## src/rsnp_pkg.sv

```systemverilog
// ----------------------------------------------------------------------------
// RSN element parser package
// Field widths, suite identifier constants and suite type decoders shared by
// the element parser.
// ----------------------------------------------------------------------------
package rsnp_pkg;

    localparam int BYTE_W  = 8;
    localparam int OUI_W   = 24;
    localparam int VER_W   = 2;
    localparam int LEFT_W  = 6;
    localparam int IN_W    = 32;
    localparam int OUT_W   = 32;

    localparam logic [OUI_W-1:0] OUI_WPA = 24'h0050F2;
    localparam logic [OUI_W-1:0] OUI_RSN = 24'h000FAC;

    localparam logic [VER_W-1:0] VER_NONE = 2'd0;
    localparam logic [VER_W-1:0] VER_WPA  = 2'd1;
    localparam logic [VER_W-1:0] VER_RSN  = 2'd2;

    localparam logic [BYTE_W-1:0] CT_WEP40  = 8'd1;
    localparam logic [BYTE_W-1:0] CT_TKIP   = 8'd2;
    localparam logic [BYTE_W-1:0] CT_CCMP   = 8'd4;
    localparam logic [BYTE_W-1:0] CT_WEP104 = 8'd5;
    localparam logic [BYTE_W-1:0] AT_8021X  = 8'd1;
    localparam logic [BYTE_W-1:0] AT_PSK    = 8'd2;

    function automatic logic oui_known(input logic [OUI_W-1:0] oui);
        return (oui == OUI_WPA) || (oui == OUI_RSN);
    endfunction

    function automatic logic [VER_W-1:0] oui_version(input logic [OUI_W-1:0] oui);
        logic [VER_W-1:0] v;
        v = VER_NONE;
        if (oui == OUI_WPA)
        begin
            v = VER_WPA;
        end
        else if (oui == OUI_RSN)
        begin
            v = VER_RSN;
        end
        return v;
    endfunction

    function automatic logic [BYTE_W-1:0] cipher_bits(input logic [BYTE_W-1:0] t);
        logic [BYTE_W-1:0] m;
        case (t)
            CT_WEP40:  m = 8'h02;
            CT_TKIP:   m = 8'h04;
            CT_CCMP:   m = 8'h10;
            CT_WEP104: m = 8'h20;
            default:   m = 8'h00;
        endcase
        return m;
    endfunction

    function automatic logic [BYTE_W-1:0] akm_bits(input logic [BYTE_W-1:0] t);
        logic [BYTE_W-1:0] m;
        case (t)
            AT_8021X: m = 8'h02;
            AT_PSK:   m = 8'h04;
            default:  m = 8'h00;
        endcase
        return m;
    endfunction

endpackage

```

## src/rsn_element_suite_parser.sv

```systemverilog
// ----------------------------------------------------------------------------
// RSN element suite parser
// Parses one WPA or RSN information element, one byte per beat, into a
// version increment and group, pairwise and key management masks.
// ----------------------------------------------------------------------------
// Usage: the input stream carries one element byte per beat together with the
// element length and the default cipher and authentication masks. The length
// must stay the same for all bytes of one element; defaults are taken from
// the first byte. The byte whose position plus one reaches the length closes
// the element and produces exactly one result beat; other bytes produce none.
// An element shorter than two bytes yields version 0 and the defaults.
// Throughput: one byte per cycle, sustained, including back-to-back elements,
// as long as no closing byte waits for a full result register. A byte is
// held in the input register, where the parser state is updated; the result
// beat is loaded as the closing byte leaves that register.
// Stall: while a result waits in the output register, non-closing bytes keep
// flowing; a second closing byte waits in the input register, and s_axis_tready
// drops only then.
// Reset clears the parser to the header position and empties both registers.
// ----------------------------------------------------------------------------
module rsn_element_suite_parser
(
    input  logic        clk,
    input  logic        rst_n,
    input  logic        s_axis_tvalid,
    output logic        s_axis_tready,
    // data_byte[7:0], elem_len[15:8], default_cipher[23:16], default_auth[31:24]
    input  logic [31:0] s_axis_tdata,
    output logic        m_axis_tvalid,
    input  logic        m_axis_tready,
    // version_add[1:0], group_mask[9:2], pair_mask[17:10], auth_mask[25:18], zero fill
    output logic [31:0] m_axis_tdata
);

    typedef enum logic [2:0]
    {
        PH_HEADER  = 3'd0,
        PH_GROUP   = 3'd1,
        PH_PCNT_LO = 3'd2,
        PH_PCNT_HI = 3'd3,
        PH_PLIST   = 3'd4,
        PH_ACNT_LO = 3'd5,
        PH_ACNT_HI = 3'd6,
        PH_ALIST   = 3'd7
    } phase_t;

    localparam int BW = rsnp_pkg::BYTE_W;

    // input register
    logic          in_valid_reg;
    logic [BW-1:0] in_byte_reg;
    logic [BW-1:0] in_len_reg;
    logic [BW-1:0] in_dcip_reg;
    logic [BW-1:0] in_dauth_reg;

    // parser state
    logic [BW-1:0]                 pos_reg,   pos_next;
    phase_t                        phase_reg, phase_next;
    logic [rsnp_pkg::OUI_W-1:0]    suite_reg, suite_next;
    logic [BW-1:0]                 cnt_reg,   cnt_next;
    logic [rsnp_pkg::LEFT_W-1:0]   left_reg,  left_next;
    logic                          stop_reg,  stop_next;
    logic [rsnp_pkg::VER_W-1:0]    ver_reg,   ver_next;
    logic [BW-1:0]                 grp_reg,   grp_next;
    logic [BW-1:0]                 pair_reg,  pair_next;
    logic [BW-1:0]                 auth_reg,  auth_next;
    logic [BW-1:0]                 dcip_reg,  dcip_next;
    logic [BW-1:0]                 dauth_reg, dauth_next;

    // result register
    logic                          res_valid_reg;
    logic [rsnp_pkg::VER_W-1:0]    res_ver_reg;
    logic [BW-1:0]                 res_grp_reg;
    logic [BW-1:0]                 res_pair_reg;
    logic [BW-1:0]                 res_auth_reg;

    logic [rsnp_pkg::VER_W-1:0]    fin_ver;
    logic [BW-1:0]                 fin_grp;
    logic [BW-1:0]                 fin_pair;
    logic [BW-1:0]                 fin_auth;

    logic          is_last;
    logic          advance;
    logic          in_take;
    logic [BW-1:0] avail;
    logic          too_long;
    logic [1:0]    offset;
    logic          akm;

    // Only a closing byte needs room in the result register.
    assign is_last       = ({1'b0, pos_reg} + 9'd1) >= {1'b0, in_len_reg};
    assign advance       = in_valid_reg && (!is_last || !res_valid_reg || m_axis_tready);
    assign s_axis_tready = !in_valid_reg || advance;
    assign in_take       = s_axis_tvalid && s_axis_tready;

    // Bytes left after the count byte; a list longer than this stops the parse.
    assign avail    = (in_len_reg > pos_reg) ? (in_len_reg - pos_reg - 8'd1) : '0;
    assign too_long = (in_byte_reg != '0) || ({cnt_reg, 2'b00} > {2'b00, avail});
    assign akm      = (phase_reg == PH_ALIST);
    assign offset   = akm ? (pos_reg[1:0] + 2'd2) : pos_reg[1:0];

    always_comb
    begin
        phase_next = phase_reg;
        suite_next = suite_reg;
        cnt_next   = cnt_reg;
        left_next  = left_reg;
        stop_next  = stop_reg;
        ver_next   = ver_reg;
        grp_next   = grp_reg;
        pair_next  = pair_reg;
        auth_next  = auth_reg;
        dcip_next  = dcip_reg;
        dauth_next = dauth_reg;

        if (pos_reg == '0)
        begin
            dcip_next  = in_dcip_reg;
            dauth_next = in_dauth_reg;
        end

        if (!stop_reg)
        begin
            unique case (phase_reg)
                PH_HEADER:
                begin
                    if (pos_reg >= 8'd1)
                    begin
                        phase_next = PH_GROUP;
                    end
                end
                PH_GROUP:
                begin
                    if (pos_reg < 8'd5)
                    begin
                        suite_next = {suite_reg[15:0], in_byte_reg};
                        if (pos_reg == 8'd4)
                        begin
                            ver_next = rsnp_pkg::oui_version(suite_next);
                        end
                    end
                    else
                    begin
                        if (rsnp_pkg::oui_known(suite_reg))
                        begin
                            grp_next = grp_reg | rsnp_pkg::cipher_bits(in_byte_reg);
                        end
                        phase_next = PH_PCNT_LO;
                    end
                end
                PH_PCNT_LO:
                begin
                    cnt_next   = in_byte_reg;
                    phase_next = PH_PCNT_HI;
                end
                PH_ACNT_LO:
                begin
                    cnt_next   = in_byte_reg;
                    phase_next = PH_ACNT_HI;
                end
                PH_PCNT_HI:
                begin
                    if (too_long)
                    begin
                        stop_next = 1'b1;
                    end
                    else
                    begin
                        left_next  = cnt_reg[rsnp_pkg::LEFT_W-1:0];
                        phase_next = (cnt_reg == '0) ? PH_ACNT_LO : PH_PLIST;
                    end
                end
                PH_ACNT_HI:
                begin
                    if (too_long || cnt_reg == '0)
                    begin
                        stop_next = 1'b1;
                    end
                    else
                    begin
                        left_next  = cnt_reg[rsnp_pkg::LEFT_W-1:0];
                        phase_next = PH_ALIST;
                    end
                end
                PH_PLIST, PH_ALIST:
                begin
                    if (offset != 2'd3)
                    begin
                        suite_next = {suite_reg[15:0], in_byte_reg};
                    end
                    else
                    begin
                        if (rsnp_pkg::oui_known(suite_reg))
                        begin
                            if (akm)
                            begin
                                auth_next = auth_reg | rsnp_pkg::akm_bits(in_byte_reg);
                            end
                            else
                            begin
                                pair_next = pair_reg | rsnp_pkg::cipher_bits(in_byte_reg);
                            end
                        end
                        left_next = left_reg - 1'b1;
                        if (left_next == '0)
                        begin
                            if (akm)
                            begin
                                stop_next = 1'b1;
                            end
                            else
                            begin
                                phase_next = PH_ACNT_LO;
                            end
                        end
                    end
                end
                default:
                begin
                    phase_next = PH_HEADER;
                end
            endcase
        end

        // Defaults fill in whatever the element left out, unless the parse has stopped.
        fin_ver  = ver_next;
        fin_grp  = grp_next;
        fin_pair = pair_next;
        fin_auth = auth_next;
        if (!stop_next)
        begin
            if (phase_next == PH_HEADER || phase_next == PH_GROUP)
            begin
                fin_grp  = grp_next | dcip_next;
                fin_pair = pair_next | dcip_next;
                fin_auth = auth_next | dauth_next;
            end
            else if (phase_next == PH_PCNT_LO || phase_next == PH_PCNT_HI)
            begin
                fin_pair = pair_next | dcip_next;
                fin_auth = auth_next | dauth_next;
            end
            else if (phase_next == PH_ACNT_LO || phase_next == PH_ACNT_HI)
            begin
                fin_auth = auth_next | dauth_next;
            end
        end

        pos_next = pos_reg + 8'd1;
        if (is_last)
        begin
            pos_next   = '0;
            phase_next = PH_HEADER;
            suite_next = '0;
            cnt_next   = '0;
            left_next  = '0;
            stop_next  = 1'b0;
            ver_next   = '0;
            grp_next   = '0;
            pair_next  = '0;
            auth_next  = '0;
            dcip_next  = '0;
            dauth_next = '0;
        end
    end

    always_ff @(posedge clk or negedge rst_n)
    begin
        if (!rst_n)
        begin
            in_valid_reg  <= 1'b0;
            res_valid_reg <= 1'b0;
            pos_reg       <= '0;
            phase_reg     <= PH_HEADER;
            suite_reg     <= '0;
            cnt_reg       <= '0;
            left_reg      <= '0;
            stop_reg      <= 1'b0;
            ver_reg       <= '0;
            grp_reg       <= '0;
            pair_reg      <= '0;
            auth_reg      <= '0;
            dcip_reg      <= '0;
            dauth_reg     <= '0;
        end
        else
        begin
            if (in_take)
            begin
                in_valid_reg <= 1'b1;
            end
            else if (advance)
            begin
                in_valid_reg <= 1'b0;
            end

            if (advance)
            begin
                pos_reg   <= pos_next;
                phase_reg <= phase_next;
                suite_reg <= suite_next;
                cnt_reg   <= cnt_next;
                left_reg  <= left_next;
                stop_reg  <= stop_next;
                ver_reg   <= ver_next;
                grp_reg   <= grp_next;
                pair_reg  <= pair_next;
                auth_reg  <= auth_next;
                dcip_reg  <= dcip_next;
                dauth_reg <= dauth_next;
            end

            if (advance && is_last)
            begin
                res_valid_reg <= 1'b1;
            end
            else if (m_axis_tready)
            begin
                res_valid_reg <= 1'b0;
            end
        end
    end

    always_ff @(posedge clk)
    begin
        if (in_take)
        begin
            in_byte_reg  <= s_axis_tdata[7:0];
            in_len_reg   <= s_axis_tdata[15:8];
            in_dcip_reg  <= s_axis_tdata[23:16];
            in_dauth_reg <= s_axis_tdata[31:24];
        end
        if (advance && is_last)
        begin
            res_ver_reg  <= fin_ver;
            res_grp_reg  <= fin_grp;
            res_pair_reg <= fin_pair;
            res_auth_reg <= fin_auth;
        end
    end

    assign m_axis_tvalid = res_valid_reg;
    assign m_axis_tdata  = {6'd0, res_auth_reg, res_pair_reg, res_grp_reg, res_ver_reg};

    // A running suite list always has at least one suite outstanding.
    assert property (@(posedge clk) disable iff (!rst_n)
        (!stop_reg && (phase_reg == PH_PLIST || phase_reg == PH_ALIST)) |-> (left_reg != '0))
        else $error("suite list running with no suites left");

    // Closing an element returns the parser to the header position.
    assert property (@(posedge clk) disable iff (!rst_n)
        (advance && is_last) |=> (pos_reg == '0 && phase_reg == PH_HEADER && !stop_reg))
        else $error("parser not rewound after closing byte");

    // The version accumulator only ever holds a known code.
    assert property (@(posedge clk) disable iff (!rst_n)
        (ver_reg == rsnp_pkg::VER_NONE || ver_reg == rsnp_pkg::VER_WPA ||
         ver_reg == rsnp_pkg::VER_RSN))
        else $error("illegal version code");

    // A result beat is produced only from a closing byte.
    assert property (@(posedge clk) disable iff (!rst_n)
        $rose(res_valid_reg) |-> $past(advance && is_last))
        else $error("result beat without closing byte");

endmodule
```

## config.mk

```make
export PLATFORM = sky130hd
export DESIGN_NAME = rsn_element_suite_parser
export DESIGN_NICKNAME = d
export VERILOG_FILES = /design/src/rsnp_pkg.sv /design/src/rsn_element_suite_parser.sv
export SDC_FILE = /design/constraint.sdc
export NUM_CORES = 1
export LEC_CHECK = 0
export ABC_AREA = 1
export BUFFER_PORTS_ARGS = -buffer_cell sky130_fd_sc_hd__buf_2
export CAP_MARGIN = 25
export CORE_ASPECT_RATIO = 0.8
export CORE_UTILIZATION = 60
export CTS_BUF_LIST = sky130_fd_sc_hd__clkbuf_16
export CTS_CLUSTER_SIZE = 20
export DETAILED_ROUTE_END_ITERATION = 8
export PLACE_DENSITY_LB_ADDON = 0.05
export SYNTH_ARGS = -nofsm -noshare
export SYNTH_HDL_FRONTEND = slang
export SYNTH_SLANG_ARGS = --single-unit
export TNS_END_PERCENT = 50
```

## constraint.sdc

```tcl
create_clock -name clk -period 6.62 [get_ports clk]
set_input_delay 0.331 -clock clk [delete_from_list [all_inputs] [get_ports clk]]
set_output_delay 0.331 -clock clk [all_outputs]
set_load 0.005 [all_outputs]
```

======== After elaboration in Yosys (flattened, before gate mapping) ========
Index checks and enable logic that the tools add are counted.
word-level totals
  word-level logic and storage cells ...... 191
  output and inout bits ................... 34
  register bits after elaboration ......... 152
cells by class
  magnitude comparators ................... 5
  add/sub/neg operators ................... 6
  multiplexer cells ....................... 93
  equality and inequality tests ........... 28
  reduce and logical (&&, ||, !) cells .... 31
  bitwise operators ....................... 6
operators with widths
  operator                count
  $mux W8                 49
  $mux W24                4
  $eq A24 B12 Y1 const B  2
  $eq A24 B15 Y1 const B  2
  $or A8 B8 Y8            6
  $pmux W24 S2            1
  $mux W6                 5
  $mux W3                 9
  $eq A8 B3 Y1 const B    3
  $pmux W6 S4             1
  $pmux W3 S7             1
  $eq A3 B3 Y1 const B    6
  $pmux W6 S3             1
  $logic_not A8 Y1        2
  $mux W2                 8
  $ne A3 B3 Y1 const B    5
  $eq A3 B2 Y1 const B    4
  $mux W1                 12
  $gt A10 B8 Y1           1
  $add A8 B1 Y9 const B   1
  $ge A9 B8 Y1            1
  $logic_or A1 B1 Y1      9
  $add A8 B1 Y8 const B   1
  $eq A8 B1 Y1 const B    1
  other kinds (25)        34

======== Depth between registers and ports, before layout ========
  depth after elaboration ................. 18
  mapped depth ............................ 29
  gate-level depth less buffers ........... 29

======== Least setup slack after synthesis ========
No wires, ideal clock.
  path kind ............................... reg-to-reg
  start point ............................. register pos_reg[2]
  end point ............................... register res_auth_reg[0], enable pin
  data arrival time ....................... 3.036 ns
  period minus slack after synthesis ...... 3.420 ns
  cell stages (with the launch flop) ...... 18
  path slack .............................. 3.200 ns
  path buffers ............................ 1
  cells stage by stage .................... dfrtp_1 -> inv_1 -> nor3_1 -> inv_1 -> nor2_1 -> inv_1 -> o21ai_0 -> inv_1 -> ha_1 -> nand2_1 -> nor2_1 -> nand2_1 -> nor2_1 -> a211oi_2 -> nand2_2 -> buf_1 -> nand2_1 -> inv_1
on the way
  word-level cells in the longest chain between the ends .. 7
RTL lines
  what                             RTL line                         source
  start: declaration               rsn_element_suite_parser.sv:57   logic [BW-1:0] pos_reg, pos_next;
  start signal: assignment         rsn_element_suite_parser.sv:299  pos_reg <= pos_next;
  $add A8 B1 Y9 *                  rsn_element_suite_parser.sv:91   assign is_last = ({1'b0, pos_reg} + 9'd1) >= {1'b0, in_len_reg};
  $ge A9 B8 Y1 *                   rsn_element_suite_parser.sv:91
  $logic_not A1 Y1                 rsn_element_suite_parser.sv:92   assign advance = in_valid_reg && (!is_last || !res_valid_reg || m_axis_tready);
  $logic_or A1 B1 Y1 (2 in a row)  rsn_element_suite_parser.sv:92
  $logic_and A1 B1 Y1              rsn_element_suite_parser.sv:92
  $logic_and A1 B1 Y1 *            rsn_element_suite_parser.sv:333  if (advance && is_last)
  end signal: assignment           rsn_element_suite_parser.sv:338  res_auth_reg <= fin_auth;
  end: declaration                 rsn_element_suite_parser.sv:75   logic [BW-1:0] res_auth_reg;
Mark *: on every way between the ends. The rest lies on a longest branch, timed or not.
A chain may end at the register's enable or synchronous reset.

======== Worst setup path in the final report ========
  start point ............................. register pos_reg[1]
  end point ............................... register res_auth_reg[0] (data pin)
on the way
  word-level cells in the longest chain between the ends .. 15
RTL lines
  what                RTL line                         source
  $sub A8 B8 Y8       rsn_element_suite_parser.sv:97   assign avail = (in_len_reg > pos_reg) ? (in_len_reg - pos_reg - 8'd1) : '0;
  $sub A8 B1 Y8       rsn_element_suite_parser.sv:97
  $mux W8             rsn_element_suite_parser.sv:97
  $gt A10 B8 Y1       rsn_element_suite_parser.sv:98   assign too_long = (in_byte_reg != '0) || ({cnt_reg, 2'b00} > {2'b00, avail});
  $logic_or A1 B1 Y1  rsn_element_suite_parser.sv:98
  $logic_or A1 B1 Y1  rsn_element_suite_parser.sv:175  if (too_long || cnt_reg == '0)
  $mux W3             rsn_element_suite_parser.sv:175
  $pmux W3 S7         rsn_element_suite_parser.sv:124  unique case (phase_reg)
  $mux W3             rsn_element_suite_parser.sv:122  if (!stop_reg)
  $eq A3 B3 Y1        rsn_element_suite_parser.sv:243  else if (phase_next == PH_ACNT_LO || phase_next == PH_ACNT_HI)
  $logic_or A1 B1 Y1  rsn_element_suite_parser.sv:243
  $mux W8             rsn_element_suite_parser.sv:243
  $mux W8             rsn_element_suite_parser.sv:238  else if (phase_next == PH_PCNT_LO || phase_next == PH_PCNT_HI)
  $mux W8             rsn_element_suite_parser.sv:232  if (phase_next == PH_HEADER || phase_next == PH_GROUP)
  $mux W8 *           rsn_element_suite_parser.sv:230  if (!stop_next)
Marks and branches as above.

==> results.md <==
- Lkg Pwr: 3.86 nW
- WP data arrival: 4420 ps
- Fraction of layout cells with a size suffix above 1: 13.6%
- Yosys warns: 0
- NumNets Final: 937
- Critical path class: register to register
- Drt pass-1 iters: 5
- Sink Count: 138
- Synth Area per Inst: 8.82 sq um
- CP startpoint kind: register
- Clock buffer depth: 2
- Number of flip-flops in the largest register: 24
- Setup_tns: 0 ps
- Fmax: 0.241 GHz
- Sequential fraction of the synthesis area: 52.8%
- Util after Layout: 70.6%
- Most frequent cells in the layout: nand2_1 (153), inv_1 (124), dfrtp_1 (80)
- Ys async rst share: 58.0%
- CTS Buf Count: 17
- Non-filler cells, final: 1032
- Vias: 5840
- Final WL: 16.7 mm
- Final setup fails: 0
- Number of cells produced by synthesis: 804
- Max-slew headroom: 41.3%
- Clock transition at path regs: 70 ps
- Final Skew: 15.4 ps
- Port bufs: 63
- Die width: 124 microns
- Area of the mapped netlist: 0.00709 sq mm
- Worst slew pin tran: 874 ps
- Hold Vio Cnt, Final: 0
- Post-DP HPWL: 11.7 mm
- Wire per inst: 16.2 microns
- FILL cells: 902
- Synthesis-stage register bit count: 138
- I/O pins: 70
- Row count: 35
- RSZ-0062 raised after global routing: false
- Routability cong.: 0.931
- Die Ht: 99.3 microns
- Starting Density: 61.6%
- Dpl cells: 998
- Clk root buf: clkbuf_16
- Worst r2r path cells: 27
- Max-slew violations: 0
- Core footprint: 0.0115 sq mm
- Min cycle time layout: 4150 ps
- Run status: completed
- Worst skew pair latency: 420 ps
- Multi-input logic area: 0.00275 sq mm
- Sequential cell area: 0.00374 sq mm
- Critical-path top delay cell: dfrtp_1
- GR Overflow Total: 0
- Hold Crit Depth: 1
- Number of global-route vias before repair: 5640
- Antenna violations before repair: 0
- Critical Path End Type: register
- ANT cells: 0
- Largest net degree at the start of global routing: 81
- Hold-fix buffers, CTS: 0
- WP data required: 6890 ps
- Worst-path fanout max: 8
- Drt via density: 5.66
- Max-Cap Viols: 0
- Max incr delay on CP: 390 ps
- Pwr per Cell Area: 492 mW/mm^2
- First-pass GRT wire length: 27.4 mm
- Drc violations: 0
- H-tree depth: 4
- Ys flop type: dfrtp_1
- EDFF count, synth: 58
- Post-synth cell types: 46
- Post-cts resize count: 0
- Total track usage: 29.6%
- Commonest non-fill, non-tap cell in the layout: nand2_1
- Iter 0 DRT Violations: 410
- CTS tree: yes
- VDD IR max: 0.239 mV
- Area growth, synth to finish: 14.6%
- Total die area: 0.0123 sq mm
- Post-CTS setup buffers: 0
- Antenna viol nets, final: 0
- Type of the most critical hold path: input port to register
- Crit share post-route: 62.7%
==> worst max-delay path: cells and delay by family, from the launching register on <==
kind                       cells  cell delay (ps)
AOI/OAI and AO/OA              4              550
xor gates and xnor gates       1              140
adders and majority gates      2              610
buffers and inverters          3              460
DFF                            1              390
and+or+nand+nor               17             1860
==> through the flow <==
step / cell area [sq um] / hold WS [ps] / setup WS [ps] / total power, mW
after CTS: 8090 / 69.1 / 2490 / 3.99
after detailed placement: 7530 / 473 / 2520 / 3.08
final: 8130 / 80.9 / 2470 / 4.00
after global routing: 8130 / 66.9 / 1970 / 4.30
after floorplan: 7110 / 35.4 / 3200 / 2.61
after global placement: 7500 / 459 / 2650 / 3.00
==> synth_stat cells, drive strengths merged, types with 3 or more instances <==
| cell type | instances | share of area [%] |
|---|---|---|
| nand3b | 3 | 0.32 |
| inv | 125 | 6.6 |
| nand3 | 64 | 4.5 |
| buf | 14 | 1.4 |
| xor2 | 8 | 0.99 |
| clkbuf | 14 | 0.74 |
| ha | 29 | 5.1 |
| o21ai | 46 | 3.4 |
| o21a | 8 | 0.85 |
| nand4 | 17 | 1.6 |
| nand2 | 154 | 8.2 |
| nor4 | 12 | 1.1 |
| or2 | 3 | 0.26 |
| nor3 | 12 | 0.85 |
| a21oi | 35 | 2.8 |
| edfxtp | 58 | 25 |
| o22ai | 22 | 1.9 |
| nor2 | 82 | 4.5 |
| dfrtp | 80 | 28 |
==> area by class of cell <==
type	count	area share, %
Multi-Input combinational cell	517	33.8
Sequential cell	138	46.1
Inverter	126	5.82
Timing Repair Buffer	71	5.17
Clock inverter	15	1.62
Clock buffer	17	5.23
Tap cell	148	2.28
==> final timing paths <==
path,from,to,slack [ps]
max,pos_reg[1],res_auth_reg[0],2470
min,s_axis_tdata[7],in_byte_reg[7],80
max reg2reg,pos_reg[1],res_auth_reg[0],2470
min reg2reg,cnt_reg[7],cnt_reg[7],480
min in group asynchronous,rst_n,suite_reg[19],420
max in group asynchronous,rst_n,dauth_reg[7],5580
==> power by group <==
group	switching (mW)	internal [mW]
clock network	0.400	0.493
logic	1.17	0.589
registers	0.158	1.18
==> cells by family after synthesis <==
family                   Yosys count  share of synthesized area [%]
AO/OA/AOI/OAI                    122                           10.3
XOR/XNOR                           9                           1.11
AND/OR/NAND/NOR                  350                           21.5
buffers and inverters            154                           8.84
other                              1                         0.0529
flip-flops                       138                           52.8
adder cells (fa/ha/maj)           30                           5.40
==> per-layer routing <==
metal	wire, microns	vias to the layer above	track usage [%]
met5	0	-	0
met4	225	0	10.7
met3	734	22	4.76
met2	7650	192	45.3
met1	8110	2826	42.6
li1	-	2800	-
No activity file was read; power rests on OpenSTA's default activity.
